`config.mk`:
```
export PLATFORM = sky130hd
export DESIGN_NAME = hpbp_ctrl
export DESIGN_NICKNAME = d
export VERILOG_FILES = /design/src/rtl/hpbp_pkg.sv /design/src/rtl/hpbp_ctrl.sv
export SDC_FILE = /design/constraint.sdc
export NUM_CORES = 1
export LEC_CHECK = 0
export BUFFER_PORTS_ARGS = -buffer_cell sky130_fd_sc_hd__buf_2
export CORE_AREA = 5 5 42 44
export DETAILED_ROUTE_END_ITERATION = 16
export DIE_AREA = 0 0 47 49
export SYNTH_ARGS = -nofsm -noshare
export SYNTH_HDL_FRONTEND = slang
export SYNTH_SLANG_ARGS = --single-unit
export TNS_END_PERCENT = 10
```
`constraint.sdc`:
```
create_clock -name clk -period 1 [get_ports clk]
set_clock_uncertainty 0.05 [all_clocks]
set_input_delay 0.1 -clock clk [delete_from_list [all_inputs] [get_ports clk]]
set_output_delay 0.1 -clock clk [all_outputs]
set_load 0.02 [all_outputs]
```
`src/rtl/hpbp_pkg.sv`:
```
// ----------------------------------------------------------------------------
// hpbp_pkg
// Shared types and constants of the hashed perceptron branch predictor.
// ----------------------------------------------------------------------------
package hpbp_pkg;

  // Request commands
  localparam logic CMD_PREDICT = 1'b0;
  localparam logic CMD_UPDATE  = 1'b1;

  // Configuration register indexes
  localparam int unsigned CFG_IDX_BITS = 2;
  localparam logic [CFG_IDX_BITS-1:0] REG_TRAIN_THRESHOLD = 2'd0;
  localparam logic [CFG_IDX_BITS-1:0] REG_WEIGHT_MAX      = 2'd1;
  localparam logic [CFG_IDX_BITS-1:0] REG_WEIGHT_MIN      = 2'd2;
  localparam int unsigned CFG_DATA_BITS = 10;

  // Register field widths and reset values
  localparam int unsigned THRESHOLD_BITS = 10;
  localparam int unsigned WMAX_BITS      = 7;
  localparam int unsigned WMIN_BITS      = 8;
  localparam logic [THRESHOLD_BITS-1:0] THRESHOLD_RESET = 10'd16;
  localparam logic [WMAX_BITS-1:0]      WMAX_RESET      = 7'd127;
  localparam logic [WMIN_BITS-1:0]      WMIN_RESET      = 8'h80;

  // Hash constants
  localparam logic [63:0] HASH_MUL     = 64'h9e3779b97f4a7c15;
  localparam logic [63:0] CORRECTOR_ID = 64'd99;
  localparam int unsigned HIST_SHL     = 7;
  localparam int unsigned HIST_SHR     = 9;

  // Result sum field
  localparam int unsigned OUT_SUM_BITS = 12;

  // Controller to datapath commands
  typedef struct packed {
    logic clear_we;  // write zero at the sweep address
    logic load;      // capture request and hash indexes
    logic sum_en;    // register the weight sum
    logic commit;    // train, advance history, load result
  } ctrl_cmd_t;

  // Datapath to controller status
  typedef struct packed {
    logic clear_last;  // sweep at its final entry
    logic out_free;    // result register can take a new result
  } dp_status_t;

endpackage

```
`src/rtl/hpbp_ctrl.sv`:
```
// ----------------------------------------------------------------------------
// hpbp_ctrl
// Sequencer: clearing sweep, then accept, read, sum and commit per request.
// ----------------------------------------------------------------------------
module hpbp_ctrl import hpbp_pkg::*; (
  input  logic       clk,
  input  logic       rst,
  input  logic       req_valid,
  output logic       req_ready,
  input  dp_status_t status,
  output ctrl_cmd_t  cmd
);

  localparam logic [2:0] S_CLEAR = 3'd0;
  localparam logic [2:0] S_IDLE  = 3'd1;
  localparam logic [2:0] S_READ  = 3'd2;
  localparam logic [2:0] S_SUM   = 3'd3;
  localparam logic [2:0] S_WRITE = 3'd4;

  logic [2:0] state;
  logic [2:0] state_next;

  // Decode state into commands
  always_comb begin
    state_next   = state;
    req_ready    = 1'b0;
    cmd          = '0;
    case (state)
      S_CLEAR: begin
        cmd.clear_we = 1'b1;
        if (status.clear_last) begin
          state_next = S_IDLE;
        end
      end
      S_IDLE: begin
        req_ready = 1'b1;
        if (req_valid) begin
          cmd.load   = 1'b1;
          state_next = S_READ;
        end
      end
      S_READ: begin
        state_next = S_SUM;
      end
      S_SUM: begin
        cmd.sum_en = 1'b1;
        state_next = S_WRITE;
      end
      S_WRITE: begin
        if (status.out_free) begin
          cmd.commit = 1'b1;
          state_next = S_IDLE;
        end
      end
      default: begin
        state_next = S_CLEAR;
      end
    endcase
  end

  // Advance state
  always_ff @(posedge clk) begin
    if (rst) begin
      state <= S_CLEAR;
    end else begin
      state <= state_next;
    end
  end

endmodule

```
* Yosys cells after proc, flatten, opt, wreduce, memory -nomap -nowiden
Index checks and enable logic that the tools add are counted.
Storage, ports and cells: register bits after elaboration 3, bits of input ports 5, word-level logic and storage cells 21
Cells by class: eq/ne operators 7, multiplexer cells 11, reductions and logical operators 2
Operator list (count):
- one-hot mux 3 bit (5 select lines) | 1
- 2-to-1 mux 3 bit | 3
- 2-to-1 mux 1 bit | 7
- == test 3 x 2 -> 1 bit, second input constant | 2
- != test 2 bit, second input constant | 3
- == test 3 x 1 -> 1 bit, second input constant | 1
- == test 3 bit, second input constant | 1
- logical NOT 3 bit | 1
- AND reduction 3 bit | 1

* Longest topological paths before layout
Gate-level depths: netlist (run 1).
depth after elaboration 3, gate-level depth with buffers 4, mapped depth without buffers 3

* Least setup slack after synthesis (run 1)
Ideal clock, no wire load.
path kind flip-flop to output port, from reg state[0], to out req_ready, arrival time 962 ps, data required time 850 ps, setup slack -112 ps, stages on the path, launching flop included 2, buffers on the path 0, path through dfxtp_1 > nor3b_1
On the way: word-level cells in the longest chain between the ends 2
Ends and longest elaborated chain:
- start: declaration | RTL line hpbp_ctrl.sv:20 | logic [2:0] state;
- start signal: assignment | RTL line hpbp_ctrl.sv:66 | state <= state_next;
- == test 3 x 1 -> 1 bit | RTL line hpbp_ctrl.sv:28 | case (state)
- 2-to-1 mux 1 bit | RTL line hpbp_ctrl.sv:28
- end: declaration | RTL line hpbp_ctrl.sv:9 | output logic req_ready,
Every way passes these cells.

* Worst setup path in the final report (run 1)
from reg state[2], to out req_ready
The elaborated chain is that of the path after synthesis.

==> results.cfg, run 1 <==
[sta]
finalHoldViolCount = 0
relSlewSlack_pct = 88.8
min_period_over_period_pct = 119
worst_slew_pin_slew_ps = 164
min_period_ps = 1190
setup_viol = 6
slew_viol_final = 0
layout_setup_ws_ps = -194
max_freq_mhz = 837
setup-tns-final_ps = -924
rsz0062_at_grt = true
holdWs_ps = 113

[cells_and_area]
multi_input_area_sq_um = 148
finalNetCount = 49
antenna_cells = 0
finish.utilization_pct = 30.7
syn2layout_area_growth_pct = 125
regMostFlops = state
largest_reg_flops = 3
fill_cells = 159
drive_gt1_share_pct = 72.1
register_area_sq_um = 71.3
reg_top3 = state x3

[cts]
cts_buffers = 3
cts_max_path_buffers = 2
htreeDepth = 1
cts.clk_slew.worst_paths_ps = 40
cts.sinks = 3
cts_tree = done
clock_latency_ps = 230
cts_root_buffer = clkbuf_4

[floorplanning]
die_w_um = 47
design.die.area_sq_um = 2300
die_h_um = 49
pin_count = 10
rows = 14
core_sq_um = 1400
floorplan.initialDensity_pct = 13.7

[critical_path]
end_kind = output port
path_max_fanout = 6
r2r_start = state[2]$_SDFFE_PP0P_
arrival_ps = 1040
critPathRequiredTime_ps = 850
crit_slowest_cell = dfxtp_4
reg2reg_slack_ps = -110
start_kind = flop
timing.critical_path.buf_inv = 2
path_cells = buf_4 -> nor3b_2 -> buf_4
crit_type = reg -> out
reg2reg_depth = 6
path_delay_family = flip-flops
slowest_delay_ps = 350
timing.rr.end = state[0]$_SDFFE_PP0P_
crit_path_frequent_cell = buf_4

[drt]
routedWlPerCell_um = 10.7
vias = 248
drt-pass1-iter-count = 2
antenna_left = 0
viasPerCell = 4.20
route.detailed.drc = 0
dr.first_iter.drc_count = 4
drt-total-wl_um = 634

[synth]
synth_seq_area_share_pct = 31.4
synth_area_leaders = dfxtp_1 31%, nor4b_4 12%, a31oi_1 6.5%
syn_avg_cell_area_sq_um = 9.12
ys_types = 15
yosys_warnings = 0
ys_seq_elements = 3
synthCells = 21
synthesis.area_sq_um = 191
yosysTopAreaCellShare_pct = 31.4
yosysTopAreaCell = dfxtp_1
synth_nets = 26

[power_and_ir_drop]
p_leak_nw = 0.203
p_per_area_nw_per_um2 = 1170
ir_worst_vdd_v = 0.000481

[place]
finalWeightedCongestion = 0.738
io_buffers = 9

[hold_path]
min_delay_path_depth = 3
min-delay-start = status[1]
hold_path.class = in -> reg
hold_end = state[0]$_SDFFE_PP0P_

[run_status]
status = finished with violations
violations = negative setup slack

[global_routing]
first_global_vias = 233
antenna_found_initial = 0
grt_pass1_wl_um = 993
grt_max_degree = 9
grt_use_total_pct = 6.26
overflow = 0

[run]
maxCapViolations = 0
## tightest hold or removal path, stage by stage
cell	delay, ps
buf_2	80
o21ai_1	50
a21oi_1	130
## cells in the mapped netlist
| cell | instances |
|---|---|
| a21oi_1 | 1 |
| a31oi_1 | 2 |
| and3_1 | 1 |
| and3b_1 | 1 |
| and3b_2 | 1 |
| buf_6 | 1 |
| dfxtp_1 | 3 |
| inv_1 | 1 |
| mux2i_1 | 1 |
| nor2_1 | 3 |
| nor2b_1 | 1 |
| nor3_1 | 2 |
| nor3b_1 | 1 |
| nor4b_4 | 1 |
| o21ai_0 | 1 |
## timing repair
| item | 4_1_cts | 5_1_grt |
|---|---|---|
| endpoints found under the hold margin | 2 | 0 |
| hold buffers | 1 | 0 |
| endpoints found under the setup margin | 8 | 6 |
| setup buffers | 2 | 4 |
| gates resized for setup | 20 | 6 |
| pin swaps | 3 | 3 |
## worst max path at each step
stage / startpoint / to / cells after the start
finish: state[2]$_SDFFE_PP0P_ / req_ready / 3
global route: state[2]$_SDFFE_PP0P_ / req_ready / 3
CTS: state[1]$_SDFFE_PP0P_ / cmd[2] / 3
global placement: state[2]$_SDFFE_PP0P_ / state[2]$_SDFFE_PP0P_ / 3
detailed placement: state[2]$_SDFFE_PP0P_ / state[2]$_SDFFE_PP0P_ / 3
floorplan: state[2]$_SDFFE_PP0P_ / cmd[3] / 2
## cells by family after synthesis
family	share of synthesized area [%]
AOI/OAI and AO/OA	11.8
buffers and inverters	7.84
DFF	31.4
muxes	5.23
and+or+nand+nor	43.8
## per-layer routing
metal  GRT usage (%)  vias to the layer above  share of wire [%]
li1                -                      119                  -
met1            7.24                      117                 44
met2            7.92                       10                 47
met3            4.43                        2                6.2
met4            4.15                        0                2.1
met5               0                        -                  0
## cell usage in the layout, fill, tap and decap left out, types with 2 or more instances in the layout
master / Yosys / final
clkbuf_4: 0 / 3
dfxtp_4: 0 / 3
nor2_1: 3 / 2
a31oi_1: 2 / 2
buf_6: 1 / 7
buf_4: 0 / 7
buf_2: 0 / 4
## layout make-up
type                            instances  share of cell area (%)
Clock buffer                            4                    6.10
Inverter                                1                   0.872
Multi-Input combinational cell         16                    34.3
Sequential cell                         3                    16.6
Tap cell                               16                    4.65
Timing Repair Buffer                   19                    37.5
## where the power goes
part / switching, mW / internal [mW]
Sequential: 0.0199 / 0.126
Clock: 0.0635 / 0.150
Combinational: 0.0591 / 0.0853
Total: 0.142 / 0.361
## stage by stage
step | instances | area (sq um) | setup WS [ps] | power, mW
floorplan | 21 | 196 | -75.9 | 0.201
global placement | 48 | 273 | -77.6 | 0.240
detailed placement | 48 | 273 | -90.7 | 0.241
CTS | 55 | 374 | -195 | 0.492
global route | 59 | 430 | -247 | 0.546
finish | 59 | 430 | -194 | 0.503
(Power assumes the default switching activity.)
==> run 2, diff against run 1 <==
--- a/config.mk
+++ b/config.mk
@@ -7,8 +7,11 @@
 export LEC_CHECK = 0
 export BUFFER_PORTS_ARGS = -buffer_cell sky130_fd_sc_hd__buf_2
 export CORE_AREA = 5 5 42 44
+export CTS_BUF_LIST = sky130_fd_sc_hd__clkbuf_8
 export DETAILED_ROUTE_END_ITERATION = 16
 export DIE_AREA = 0 0 47 49
+export REMOVE_ABC_BUFFERS = 1
+export SLEW_MARGIN = 5
 export SYNTH_ARGS = -nofsm -noshare
 export SYNTH_HDL_FRONTEND = slang
 export SYNTH_SLANG_ARGS = --single-unit
==> run 2 against run 1 <==
  * Utilization down 1.2 points
  * Design area fell by 3.8%
  * Critical endpoint is now cmd[2]
  * Worst setup slack improved by 54 ps
  * The run still ends with negative setup slack left
==> results.cfg, run 2 (synthesized netlist as in run 1, its figures left out) <==
[critical_path]
timing.critical_path.buf_inv = 1
path_max_fanout = 6
crit_type = reg -> out
critPathRequiredTime_ps = 850
path_delay_family = flip-flops
slowest_delay_ps = 370
path_cells = nor2b_4 -> and3b_2 -> buf_6
arrival_ps = 990
end_kind = output port
crit_slowest_cell = dfxtp_4
start_kind = flop

[cells_and_area]
reg_top3 = state x3
fill_cells = 153
instances_no_fill = 55
largest_reg_flops = 3
antenna_cells = 0
layout_commonest_cell = buf_4
drive_gt1_share_pct = 76.9
syn2layout_area_growth_pct = 116
design_area_sq_um = 414
multi_input_area_sq_um = 156
finalNetCount = 45
final_cell_mix = 7 x buf_4, 4 x buf_2, 4 x buf_6
register_area_sq_um = 71.3
finish.utilization_pct = 29.6
regMostFlops = state

[run_status]
violations = negative setup slack
status = finished with violations

[sta]
relSlewSlack_pct = 85.4
rsz0062_at_grt = true
slew_viol_final = 0
max_freq_mhz = 877
min_period_over_period_pct = 114
layout_setup_ws_ps = -141
finalHoldViolCount = 0
setup_viol = 7
setup-tns-final_ps = -696
min_period_ps = 1140
worst_slew_pin_slew_ps = 217

[drt]
drt-pass1-iter-count = 2
antenna_left = 0
vias = 227
dr.first_iter.drc_count = 2
routedWlPerCell_um = 10.3
drt-total-wl_um = 565
route.detailed.drc = 0
viasPerCell = 4.13

[floorplanning]
rows = 14
floorplan.initialDensity_pct = 13.7
die_h_um = 49
design.die.area_sq_um = 2300
core_sq_um = 1400
die_w_um = 47
pin_count = 10

[place]
place_area_sq_um = 268
dp_hpwl_um = 391
io_buffers = 9
finalWeightedCongestion = 0.700
place_inst = 48

[global_routing]
grt_pass1_wl_um = 876
overflow = 0
first_global_vias = 217
grt_max_degree = 10
grt_use_total_pct = 6.06
antenna_found_initial = 0

[cts]
clock_latency_ps = 220
cts.clk_slew.worst_paths_ps = 30
cts.sinks = 3
cts_root_buffer = clkbuf_8
cts_max_path_buffers = 2
cts_hold_buf = 0
cts_buffers = 3
htreeDepth = 1
cts_tree = done

[power_and_ir_drop]
ir_worst_vdd_v = 0.000423
p_leak_nw = 0.188
p_per_area_nw_per_um2 = 1530

[hold_path]
hold_path.class = in -> reg

[run]
maxCapViolations = 0
==> run 2: changes by cell type in the layout (fill, tap and decap cells not counted), sizes merged <==
cell         delta
buf             -3
clkbuf          -1
dlygate4sd3     -1
inv             +1
==> run 2: worst paths after layout <==
kind / from / end / slack, ps / cells after the start
max: state[1]$_SDFFE_PP0P_ / cmd[2] / -140 / 3
min: rst / state[0]$_SDFFE_PP0P_ / 20 / 2
max reg2reg: state[1]$_SDFFE_PP0P_ / state[1]$_SDFFE_PP0P_ / -70 / 5
min reg2reg: state[2]$_SDFFE_PP0P_ / state[2]$_SDFFE_PP0P_ / 540 / 2
==> run 2: cell type report <==
| type | instances | share of cell area (%) |
|---|---|---|
| multi-input cells | 16 | 37.8 |
| repair buffers | 15 | 28.4 |
| flip-flops and latches | 3 | 17.2 |
| clock buffers | 3 | 9.97 |
| well taps | 16 | 4.83 |
| clock inverters | 1 | 0.906 |
| inverters | 1 | 0.906 |
==> run 2: routing by layer <==
metal  GRT usage (%)  wire [um]  vias up
met4            5.53         14        0
met2            9.05        307        7
met3            4.43         43        2
met5               0          0        -
li1                -          -      115
met1            4.84        198      103
==> run 2: power breakdown <==
group	internal [mW]	switching, mW
clock network	0.261	0.0822
registers	0.126	0.0212
logic	0.0840	0.0592
total	0.472	0.163
==> run 2: worst register-to-register path: stages, from the launching register on <==
cell	delay, ps
dfxtp_4	400
nor2b_4	50
buf_4	120
buf_4	110
mux2i_1	150
nor3_1	60
==> run 2: through the flow <==
stage	setup WS (ps)	power (mW)	hold slack, ps
6_report	-141	0.634	18.6
5_1_grt	-181	0.667	23.0
4_1_cts	-155	0.635	13.1
3_5_place_dp	-48.6	0.241	251
3_3_place_gp	-55.3	0.240	251
2_1_floorplan	-112	0.198	119
==> run 2: repair_timing <==
action,in CTS,in global routing
gates resized for setup,20,4
pin swaps,5,0
endpoints found under the setup margin,8,7
setup buffers,3,0
endpoints found under the hold margin,0,0
